`src/sv/ale_pkg.sv`:
```
// Shared types and codes for the array list engine.
`default_nettype none

package ale_pkg;

    localparam int KIND_W     = 4;
    localparam int POS_W      = 5;
    localparam int WORD_W     = 32;
    localparam int STATUS_W   = 3;
    localparam int IDX_W      = 4;
    localparam int LEN_W      = 5;
    // widest table address over the supported capacity range (up to 1024)
    localparam int ADDR_W_MAX = 10;

    localparam logic [KIND_W-1:0] KIND_INS_HEAD = 4'd0;
    localparam logic [KIND_W-1:0] KIND_INS_TAIL = 4'd1;
    localparam logic [KIND_W-1:0] KIND_INS_POS  = 4'd2;
    localparam logic [KIND_W-1:0] KIND_DEL_HEAD = 4'd3;
    localparam logic [KIND_W-1:0] KIND_DEL_TAIL = 4'd4;
    localparam logic [KIND_W-1:0] KIND_DEL_POS  = 4'd5;
    localparam logic [KIND_W-1:0] KIND_READ     = 4'd6;
    localparam logic [KIND_W-1:0] KIND_REPLACE  = 4'd7;
    localparam logic [KIND_W-1:0] KIND_FIND     = 4'd8;
    localparam logic [KIND_W-1:0] KIND_CLEAR    = 4'd9;
    localparam logic [KIND_W-1:0] KIND_DEDUPE   = 4'd10;

    localparam logic [STATUS_W-1:0] ST_OK       = 3'd0;
    localparam logic [STATUS_W-1:0] ST_FULL     = 3'd1;
    localparam logic [STATUS_W-1:0] ST_EMPTY    = 3'd2;
    localparam logic [STATUS_W-1:0] ST_BADPOS   = 3'd3;
    localparam logic [STATUS_W-1:0] ST_NOTFOUND = 3'd4;

    typedef logic [ADDR_W_MAX-1:0] addr_t;
    typedef logic [IDX_W-1:0]      idx_t;
    typedef logic [LEN_W-1:0]      len_t;
    typedef logic [WORD_W-1:0]     word_t;

    typedef struct packed {
        logic  we;
        addr_t waddr;
        word_t wdata;
        logic  re;
        addr_t raddr;
    } mem_req_t;

    typedef struct packed {
        logic [STATUS_W-1:0] status;
        word_t               data;
        idx_t                found_index;
        len_t                length;
    } res_t;

endpackage

`default_nettype wire

```
`src/sv/array_list_engine_top.sv`:
```
// Array list engine top level: sequencer, entry table and result register.
//
//  channel | dir | tdata (low bit up)                                   | tuser
//  s_*     | in  | position[4:0] value[36:5] new_value[68:37] pad[71:69] | kind[3:0]
//  m_*     | out | data[31:0] found_index[35:32] length[40:36] pad[47:41]| status[2:0]
//
// One item at a time. The table has one read and one write port, and its read
// data is registered, so each shifted or scanned entry takes a read step and
// then a write or check step.
// A result waits in the output register while the next item is accepted.
// Reset empties the list at once; table contents are not cleared.
`default_nettype none

module array_list_engine_top #(
    parameter int CAPACITY = 16
) (
    input  wire logic        clk,
    input  wire logic        rst_n,
    input  wire logic        s_tvalid,
    output logic             s_tready,
    input  wire logic [71:0] s_tdata,   // position, value, new_value, zero pad
    input  wire logic [3:0]  s_tuser,   // kind
    output logic             m_tvalid,
    input  wire logic        m_tready,
    output logic [47:0]      m_tdata,   // data, found_index, length, zero pad
    output logic [2:0]       m_tuser    // status
);

    ale_pkg::mem_req_t mem_req;
    logic [31:0]       mem_rd_data;
    ale_pkg::res_t     res;
    logic              res_valid;
    logic              res_ready;

    logic              m_tvalid_reg;
    ale_pkg::res_t     out_reg;

    ale_seq #(
        .CAPACITY (CAPACITY)
    ) u_seq (
        .clk         (clk),
        .rst_n       (rst_n),
        .in_valid    (s_tvalid),
        .in_ready    (s_tready),
        .kind        (s_tuser),
        .position    (s_tdata[4:0]),
        .value       (s_tdata[36:5]),
        .new_value   (s_tdata[68:37]),
        .res_valid   (res_valid),
        .res_ready   (res_ready),
        .res         (res),
        .mem_req     (mem_req),
        .mem_rd_data (mem_rd_data)
    );

    ale_mem #(
        .CAPACITY (CAPACITY)
    ) u_mem (
        .clk     (clk),
        .req     (mem_req),
        .rd_data (mem_rd_data)
    );

    assign res_ready = !m_tvalid_reg || m_tready;

    always_ff @(posedge clk or negedge rst_n)
    begin
        if (!rst_n)
        begin
            m_tvalid_reg <= 1'b0;
        end
        else if (res_valid && res_ready)
        begin
            m_tvalid_reg <= 1'b1;
        end
        else if (m_tready)
        begin
            m_tvalid_reg <= 1'b0;
        end
    end

    always_ff @(posedge clk)
    begin
        if (res_valid && res_ready)
        begin
            out_reg <= res;
        end
    end

    assign m_tvalid = m_tvalid_reg;
    assign m_tuser  = out_reg.status;
    assign m_tdata  = {7'd0, out_reg.length, out_reg.found_index, out_reg.data};

endmodule

`default_nettype wire

```
`src/sv/ale_mem.sv`:
```
// Entry table: one write port, one read port, registered read data.
`default_nettype none

module ale_mem #(
    parameter int CAPACITY = 16
) (
    input  wire logic              clk,
    input  wire ale_pkg::mem_req_t req,
    output logic [31:0]            rd_data
);

    localparam int AW = (CAPACITY > 1) ? $clog2(CAPACITY) : 1;

    logic [31:0] mem [CAPACITY];

    always_ff @(posedge clk)
    begin
        if (req.we)
        begin
            mem[req.waddr[AW-1:0]] <= req.wdata;
        end
        if (req.re)
        begin
            rd_data <= mem[req.raddr[AW-1:0]];
        end
    end

endmodule

`default_nettype wire

```
`src/sv/ale_seq.sv`:
```
// Operation sequencer: walks the entry table with read/modify/write steps.
`default_nettype none

module ale_seq #(
    parameter int CAPACITY = 16
) (
    input  wire logic                  clk,
    input  wire logic                  rst_n,
    input  wire logic                  in_valid,
    output logic                       in_ready,
    input  wire logic [3:0]            kind,
    input  wire logic [4:0]            position,
    input  wire logic [31:0]           value,
    input  wire logic [31:0]           new_value,
    output logic                       res_valid,
    input  wire logic                  res_ready,
    output ale_pkg::res_t              res,
    output ale_pkg::mem_req_t          mem_req,
    input  wire logic [31:0]           mem_rd_data
);

    localparam int CW = $clog2(CAPACITY + 1);
    localparam int XW = (CW > 5) ? CW : 5;

    typedef enum logic [3:0] {
        S_IDLE,
        S_OPEN_RD,
        S_OPEN_WR,
        S_CLOSE_RD,
        S_CLOSE_WR,
        S_READ_RD,
        S_READ_WAIT,
        S_SCAN_RD,
        S_SCAN_CHK,
        S_DD_I,
        S_DD_IW,
        S_DD_J,
        S_DD_JC,
        S_DONE
    } state_t;

    state_t              state_reg, state_next;
    logic [CW-1:0]       count_reg, count_next;
    logic [CW-1:0]       i_reg, i_next;
    logic [CW-1:0]       j_reg, j_next;
    logic [CW-1:0]       at_reg, at_next;
    logic [CW-1:0]       kept_reg, kept_next;
    logic [31:0]         val_reg, val_next;
    logic [31:0]         nval_reg, nval_next;
    logic [31:0]         cand_reg, cand_next;
    logic                find_reg, find_next;
    logic                hit_reg, hit_next;
    logic [2:0]          status_reg, status_next;
    logic [31:0]         data_reg, data_next;
    ale_pkg::idx_t       idx_reg, idx_next;

    logic                full, empty, pos_ok;
    logic [XW-1:0]       pos_x, cnt_x;
    logic [CW-1:0]       pos_m1, i_p1;

    assign pos_x  = XW'(position);
    assign cnt_x  = XW'(count_reg);
    assign pos_m1 = CW'(pos_x - 1'b1);
    assign i_p1   = i_reg + 1'b1;
    assign full   = (count_reg == CW'(CAPACITY));
    assign empty  = (count_reg == '0);
    assign pos_ok = (position != '0) && (pos_x <= cnt_x);

    assign in_ready  = (state_reg == S_IDLE);
    assign res_valid = (state_reg == S_DONE);
    assign res       = '{status:      status_reg,
                         data:        data_reg,
                         found_index: idx_reg,
                         length:      ale_pkg::len_t'(count_reg)};

    always_comb
    begin
        state_next  = state_reg;
        count_next  = count_reg;
        i_next      = i_reg;
        j_next      = j_reg;
        at_next     = at_reg;
        kept_next   = kept_reg;
        val_next    = val_reg;
        nval_next   = nval_reg;
        cand_next   = cand_reg;
        find_next   = find_reg;
        hit_next    = hit_reg;
        status_next = status_reg;
        data_next   = data_reg;
        idx_next    = idx_reg;
        mem_req     = '0;

        case (state_reg)
            S_IDLE:
            begin
                if (in_valid)
                begin
                    val_next    = value;
                    nval_next   = new_value;
                    status_next = ale_pkg::ST_OK;
                    data_next   = '0;
                    idx_next    = '0;
                    i_next      = count_reg;
                    state_next  = S_DONE;
                    case (kind)
                        ale_pkg::KIND_INS_HEAD:
                        begin
                            if (full)
                                status_next = ale_pkg::ST_FULL;
                            else
                            begin
                                at_next    = '0;
                                state_next = S_OPEN_RD;
                            end
                        end
                        ale_pkg::KIND_INS_TAIL:
                        begin
                            if (full)
                                status_next = ale_pkg::ST_FULL;
                            else
                            begin
                                at_next    = count_reg;
                                state_next = S_OPEN_RD;
                            end
                        end
                        ale_pkg::KIND_INS_POS:
                        begin
                            if (full)
                                status_next = ale_pkg::ST_FULL;
                            else if (!pos_ok)
                                status_next = ale_pkg::ST_BADPOS;
                            else
                            begin
                                at_next    = pos_m1;
                                state_next = S_OPEN_RD;
                            end
                        end
                        ale_pkg::KIND_DEL_HEAD:
                        begin
                            if (empty)
                                status_next = ale_pkg::ST_EMPTY;
                            else
                            begin
                                i_next     = '0;
                                state_next = S_CLOSE_RD;
                            end
                        end
                        ale_pkg::KIND_DEL_TAIL:
                        begin
                            if (empty)
                                status_next = ale_pkg::ST_EMPTY;
                            else
                            begin
                                i_next     = count_reg - 1'b1;
                                state_next = S_CLOSE_RD;
                            end
                        end
                        ale_pkg::KIND_DEL_POS:
                        begin
                            if (empty)
                                status_next = ale_pkg::ST_EMPTY;
                            else if (!pos_ok)
                                status_next = ale_pkg::ST_BADPOS;
                            else
                            begin
                                i_next     = pos_m1;
                                state_next = S_CLOSE_RD;
                            end
                        end
                        ale_pkg::KIND_READ:
                        begin
                            if (!pos_ok)
                                status_next = ale_pkg::ST_BADPOS;
                            else
                            begin
                                i_next     = pos_m1;
                                state_next = S_READ_RD;
                            end
                        end
                        ale_pkg::KIND_REPLACE, ale_pkg::KIND_FIND:
                        begin
                            if (empty)
                                status_next = ale_pkg::ST_EMPTY;
                            else
                            begin
                                i_next     = '0;
                                hit_next   = 1'b0;
                                find_next  = (kind == ale_pkg::KIND_FIND);
                                state_next = S_SCAN_RD;
                            end
                        end
                        ale_pkg::KIND_CLEAR:
                        begin
                            count_next = '0;
                        end
                        ale_pkg::KIND_DEDUPE:
                        begin
                            i_next     = '0;
                            kept_next  = '0;
                            state_next = S_DD_I;
                        end
                        default:
                        begin
                            status_next = ale_pkg::ST_OK;
                        end
                    endcase
                end
            end

            // open a gap at at_reg, moving entries up from the tail
            S_OPEN_RD:
            begin
                if (i_reg > at_reg)
                begin
                    mem_req.re    = 1'b1;
                    mem_req.raddr = ale_pkg::addr_t'(i_reg - 1'b1);
                    state_next    = S_OPEN_WR;
                end
                else
                begin
                    mem_req.we    = 1'b1;
                    mem_req.waddr = ale_pkg::addr_t'(at_reg);
                    mem_req.wdata = val_reg;
                    count_next    = count_reg + 1'b1;
                    state_next    = S_DONE;
                end
            end
            S_OPEN_WR:
            begin
                mem_req.we    = 1'b1;
                mem_req.waddr = ale_pkg::addr_t'(i_reg);
                mem_req.wdata = mem_rd_data;
                i_next        = i_reg - 1'b1;
                state_next    = S_OPEN_RD;
            end

            // close the gap at i_reg, moving entries down toward it
            S_CLOSE_RD:
            begin
                if (i_p1 < count_reg)
                begin
                    mem_req.re    = 1'b1;
                    mem_req.raddr = ale_pkg::addr_t'(i_p1);
                    state_next    = S_CLOSE_WR;
                end
                else
                begin
                    count_next = count_reg - 1'b1;
                    state_next = S_DONE;
                end
            end
            S_CLOSE_WR:
            begin
                mem_req.we    = 1'b1;
                mem_req.waddr = ale_pkg::addr_t'(i_reg);
                mem_req.wdata = mem_rd_data;
                i_next        = i_p1;
                state_next    = S_CLOSE_RD;
            end

            S_READ_RD:
            begin
                mem_req.re    = 1'b1;
                mem_req.raddr = ale_pkg::addr_t'(i_reg);
                state_next    = S_READ_WAIT;
            end
            S_READ_WAIT:
            begin
                data_next  = mem_rd_data;
                state_next = S_DONE;
            end

            // shared walk for find and replace-all
            S_SCAN_RD:
            begin
                if (i_reg < count_reg)
                begin
                    mem_req.re    = 1'b1;
                    mem_req.raddr = ale_pkg::addr_t'(i_reg);
                    state_next    = S_SCAN_CHK;
                end
                else
                begin
                    status_next = hit_reg ? ale_pkg::ST_OK : ale_pkg::ST_NOTFOUND;
                    state_next  = S_DONE;
                end
            end
            S_SCAN_CHK:
            begin
                i_next     = i_p1;
                state_next = S_SCAN_RD;
                if (mem_rd_data == val_reg)
                begin
                    if (find_reg)
                    begin
                        idx_next    = ale_pkg::idx_t'(i_reg);
                        status_next = ale_pkg::ST_OK;
                        state_next  = S_DONE;
                    end
                    else
                    begin
                        mem_req.we    = 1'b1;
                        mem_req.waddr = ale_pkg::addr_t'(i_reg);
                        mem_req.wdata = nval_reg;
                        hit_next      = 1'b1;
                    end
                end
            end

            // dedupe: entry i survives only if no later entry matches it;
            // survivors compact to kept_reg, which never passes i_reg
            S_DD_I:
            begin
                if (i_reg < count_reg)
                begin
                    mem_req.re    = 1'b1;
                    mem_req.raddr = ale_pkg::addr_t'(i_reg);
                    state_next    = S_DD_IW;
                end
                else
                begin
                    count_next = kept_reg;
                    state_next = S_DONE;
                end
            end
            S_DD_IW:
            begin
                cand_next  = mem_rd_data;
                j_next     = i_p1;
                state_next = S_DD_J;
            end
            S_DD_J:
            begin
                if (j_reg < count_reg)
                begin
                    mem_req.re    = 1'b1;
                    mem_req.raddr = ale_pkg::addr_t'(j_reg);
                    state_next    = S_DD_JC;
                end
                else
                begin
                    mem_req.we    = 1'b1;
                    mem_req.waddr = ale_pkg::addr_t'(kept_reg);
                    mem_req.wdata = cand_reg;
                    kept_next     = kept_reg + 1'b1;
                    i_next        = i_p1;
                    state_next    = S_DD_I;
                end
            end
            S_DD_JC:
            begin
                if (mem_rd_data == cand_reg)
                begin
                    i_next     = i_p1;
                    state_next = S_DD_I;
                end
                else
                begin
                    j_next     = j_reg + 1'b1;
                    state_next = S_DD_J;
                end
            end

            S_DONE:
            begin
                if (res_ready)
                    state_next = S_IDLE;
            end

            default:
            begin
                state_next = S_IDLE;
            end
        endcase
    end

    always_ff @(posedge clk or negedge rst_n)
    begin
        if (!rst_n)
        begin
            state_reg <= S_IDLE;
            count_reg <= '0;
        end
        else
        begin
            state_reg <= state_next;
            count_reg <= count_next;
        end
    end

    always_ff @(posedge clk)
    begin
        i_reg      <= i_next;
        j_reg      <= j_next;
        at_reg     <= at_next;
        kept_reg   <= kept_next;
        val_reg    <= val_next;
        nval_reg   <= nval_next;
        cand_reg   <= cand_next;
        find_reg   <= find_next;
        hit_reg    <= hit_next;
        status_reg <= status_next;
        data_reg   <= data_next;
        idx_reg    <= idx_next;
    end

endmodule

`default_nettype wire

```
`config.mk`:
```
export PLATFORM = sky130hd
export DESIGN_NAME = array_list_engine_top
export DESIGN_NICKNAME = d
export VERILOG_FILES = /design/src/sv/ale_pkg.sv /design/src/sv/array_list_engine_top.sv /design/src/sv/ale_mem.sv /design/src/sv/ale_seq.sv
export SDC_FILE = /design/constraint.sdc
export NUM_CORES = 1
export LEC_CHECK = 0
export ABC_AREA = 1
export BUFFER_PORTS_ARGS = -buffer_cell sky130_fd_sc_hd__buf_4
export CELL_PAD_IN_SITES_DETAIL_PLACEMENT = 1
export CELL_PAD_IN_SITES_GLOBAL_PLACEMENT = 1
export CORE_ASPECT_RATIO = 2
export CORE_MARGIN = 4
export CORE_UTILIZATION = 50
export CTS_BUF_LIST = sky130_fd_sc_hd__clkbuf_16
export DETAILED_ROUTE_END_ITERATION = 7
export PLACE_DENSITY_LB_ADDON = 0.15
export SLEW_MARGIN = 10
export SYNTH_ARGS = -nofsm -noshare
export SYNTH_HDL_FRONTEND = slang
export SYNTH_SLANG_ARGS = --single-unit
```
`constraint.sdc`:
```
create_clock -name clk -period 4.72 [get_ports clk]
set_clock_uncertainty 0.2 [all_clocks]
set_input_delay 1.416 -clock clk [delete_from_list [all_inputs] [get_ports clk]]
set_output_delay 1.416 -clock clk [all_outputs]
set_load 0.01 [all_outputs]
```
==> flow_summary_export.csv <==
group,metric,value,unit
setup_path,worst-path-stages,20,
finish,final_util,0.578,
global_route,first_global_vias,26245,
job,maxCapViolCount,0,
detailed_routing,vias,24695,
timing,tns,0,ns
timing,slew_headroom,0.216,
die,die_h,378,µm
setup_path,startpoint_type,"flop",
power,peakVddDrop,0.459,mV
synth,synthAdderAreaFrac,0.0114,
setup_path,worstPathMaxFanout,30,
timing,min_period,4.14,ns
die,core,0.0677,mm²
outcome,status,"completed",
synth,ys_types,42,
detailed_routing,drt-total-wl,110,mm
clock_tree,htreeDepth,3,
power,power.density,701,mW/mm²
finish,syn_to_final_growth,14.6,%
global_route,track_usage,0.300,
finish,largest_register_ffs,512,
timing,max_freq,242,MHz
global_route,antenna_found_initial,0,
synth,ys_seq_area_frac,0.662,
global_route,grt_use_met1,0.332,
worst_hold_path,min_path_type,"flop to flop",
power,internal_power,16.2,mW
die,initial_core_util,0.504,
timing,final_hold_viol_count,0,
power,p_clk_frac,0.201,
clock_tree,clkTransAtPathRegs,0.07,ns
timing,worst_pin_slew,1.17,ns
global_route,grt_max_degree,130,
placed_design,dpl.hpwl,71.9,mm
synth,yosys_warnings,0,
global_route,grtUsageMet2,0.554,
timing,grt_setup_unrepaired,"no",
clock_tree,cts_setup_buffers,0,
synth,synth-seq-cells,755,
finish,drive_above_1_share,0.118,
clock_tree,cts_root_buf,"clkbuf_16",
detailed_routing,vias_per_cell,5.84,
power,power_switching,11.3,mW
setup_path,crit_chain,"ha_1, nand3_1, xor2_1, ha_1, nand2_1, inv_1, a21oi_1, nand2_1, nor2_1, nand2_1, nand2_1, inv_1, nand2_1, nor2_4, inv_2, buf_12, buf_4, nand3_1, nand3_1, nand2_1",
synth,synth_top_family_by_area,"simple AND/OR/NAND/NOR gates",
setup_path,slowest_stage,"buf_4",
detailed_routing,remaining_drc_errors,0,
setup_path,cpMostUsedCell,"nand2_1",
global_route,gr-total-overflow,0,
setup_path,crit_buf_inv,5,
clock_tree,cts_sinks,755,
synth,syn-instance-count,3145,
detailed_routing,first_pass_iters,7,
finish,stdcell_count,4232,
die,io-pin-count,133,
clock_tree,clock_latency,0.65,ns
setup_path,ff2ff_path_depth,20,
synth,syn_avg_cell_area,10.9,µm²
die,die_x,193,µm
clock_tree,ctsHoldBuffers,0,
power,switching_share,0.411,
clock_tree,cts_buffers,68,
setup_path,crit_arrival,4.33,ns
power,power_frac_comb,0.411,
synth,synth_xor_area_frac,0.0167,
clock_tree,cts_tree,"yes",
synth,synth_compound_area_frac,0.0225,
detailed_routing,detail_route.iter0.violations,1801,
setup_path,required,4.92,ns
placed_design,placed_cells,4108,
synth,muxShareOfSynthArea,0,
placed_design,place_congestion,0.899,
global_route,met3_usage,0.0416,
power,p_seq_frac,0.388,
finish,fin_nets,3400,
detailed_routing,routedWlPerCell,26.1,µm
setup_path,worst_setup_path_end_kind,"flop",
clock_tree,post_cts_resized,0,
power,p_leak,15.7,nW
die,rows,135,
global_route,top_usage_layer,"met2",
setup_path,critPathKind,"flop to flop",
timing,fin_crit_sh,0.876,
detailed_routing,ant_nets,0,
setup_path,crit_family,"simple AND/OR/NAND/NOR gates",
placed_design,port-buffer-count,122,
timing,report.final.slew_viol_count,0,
synth,synth_simple_gate_area_frac,0.206,
global_route,grt_first_pass_wirelength,161,mm
synth,synth.cell_area,0.0342,mm²
worst_hold_path,worstHoldPathCells,0,
clock_tree,cts_max_path_buffers,3,
setup_path,max_stage_delay,0.50,ns
die,dieArea,0.0728,mm²
timing,finalSetupViolCount,0,
[kinds of logic (layout without fill, tap and decap cells)]
group / after synthesis / count (layout)
AO/OA/AOI/OAI: 122 / 122
adder cells (fa/ha/maj): 31 / 31
AND/OR/NAND/NOR: 1490 / 1490
XOR/XNOR: 65 / 65
buffers and inverters: 681 / 871
other: 1 / 8
flip-flops: 755 / 755
[cells in the mapped netlist]
master     number  share of area
buf_2          72          0.011
nand4_1        23         0.0042
nand3_1       621          0.091
o2111ai_1      31         0.0079
nand2_1       547          0.060
clkinv_1        3        0.00033
nor3_2          1        0.00029
ha_1           31          0.011
xor2_1         25         0.0064
a31oi_2         1        0.00037
buf_1           9        0.00099
nor2_2          3        0.00055
nand2_4         1        0.00033
nor4_1          2        0.00037
conb_1          1        0.00011
o31ai_1         1        0.00022
or2_2           2        0.00037
nor2_1        127          0.014
nand2_2         2        0.00037
a22oi_1         1        0.00022
inv_2          14         0.0015
a211oi_1        1        0.00022
a21oi_1        32         0.0047
o221ai_1        1        0.00026
a31oi_1         1        0.00018
o21ai_1         1        0.00015
inv_1         508          0.056
nand4_2         1        0.00037
o211ai_1        2        0.00044
edfxtp_1      745           0.65
xnor2_1        40          0.010
nand3b_1      131          0.029
dfrtp_1        10         0.0073
nand3_2         1        0.00029
nor2_4          6         0.0020
o22ai_1        14         0.0026
buf_6           1        0.00033
clkbuf_1       45         0.0049
buf_4          29         0.0064
nor3_1         20         0.0029
o21ai_0        36         0.0053
nand2b_1        2        0.00037
[per-layer routing]
layer  vias up  routed length, µm  part of all wire
met3       294               6100             0.055
met2       860              59400              0.54
met1     12603              38800              0.35
li1      10938                  -                 -
met5         -                  0                 0
met4         0               6060             0.055
[worst register-to-register path, delay by kind of cell (launching register included)]
family | cells | cell delay [ns]
and+or+nand+nor | 11 | 1.15
buffers and inverters | 5 | 0.93
adders and majority gates | 2 | 0.57
DFF | 1 | 0.49
AOI/OAI and AO/OA | 1 | 0.29
xor gates and xnor gates | 1 | 0.26
[metrics by stage]
step	hold slack, ns	power [mW]	instance area [µm²]	worst slack, ns
floorplan	0.200	17.0	34200	0.708
global route	0.237	28.8	39200	0.373
global placement	0.203	21.3	36900	0.656
detailed placement	0.205	21.9	36900	0.613
CTS	0.226	27.5	39100	0.614
finish	0.223	27.4	39200	0.584
[cell usage in the layout (no fill, tap or decap), types with 2 or more instances in the layout]
cell type   synthesis  final
nor2_4              6     28
nand4_1            23     23
nor4_1              2      2
clkbuf_16           0     70
nand3_1           621    620
inv_2              14     14
o21ai_0            36     36
a21oi_4             0      2
nand2_2             2      2
o22ai_1            14     14
dfrtp_1            10     10
xnor2_1            40     40
nor3_1             20     20
buf_4              29    182
bufinv_16           0      5
nand2_4             1      2
clkinv_2            0     16
edfxtp_1          745    745
xor2_1             25     25
o2111ai_2           0     12
nor2_2              3      3
nor2_1            127    105
conb_1              1      7
nand3b_1          131    131
o2111ai_1          31     19
or2_2               2      2
buf_12              0     42
nand2_1           547    546
nand2b_1            2      2
a21oi_1            32     30
clkinv_1            3     19
clkinvlp_4          0      7
ha_1               31     31
inv_1             508    513
o211ai_1            2      2
[cell type report]
cell class	count	area (µm²)
Antenna cell	1	2.50
Clock buffer	70	1750
Fill cell	7213	28600
Tap cell	890	1110
Timing Repair Buffer	224	2210
Inverter	525	1970
Multi-Input combinational cell	1715	9100
Sequential cell	755	22600
Clock inverter	52	395
[power by group through the flow]
stage               clock [mW]  sequential, mW  combinational, mW
floorplan                    0            10.5               6.55
global placement             0            10.7               10.7
detailed placement           0            10.8               11.1
CTS                       5.60            10.7               11.2
global route              5.86            10.7               12.2
finish                    5.52            10.7               11.3
[worst paths after layout]
check	startpoint	to	slack, ns
setup / recovery	u_seq.i_reg[1]$_DFFE_PP_	u_mem.rd_data[22]$_DFFE_PP_	0.58
hold / removal	u_seq.data_reg[1]$_SDFFCE_PN0P_	m_tdata[1]$_DFFE_PP_	0.22
setup reg to reg	u_seq.i_reg[1]$_DFFE_PP_	u_mem.rd_data[22]$_DFFE_PP_	0.58
hold reg to reg	u_seq.data_reg[1]$_SDFFCE_PN0P_	m_tdata[1]$_DFFE_PP_	0.22
max in group asynchronous	rst_n	u_seq.state_reg[3]$_DFFE_PN0P_	3.75
min in group asynchronous	rst_n	u_seq.cnt_x[0]$_DFFE_PN0P_	0.40
Note: power is estimated with default switching activity, not from simulation.
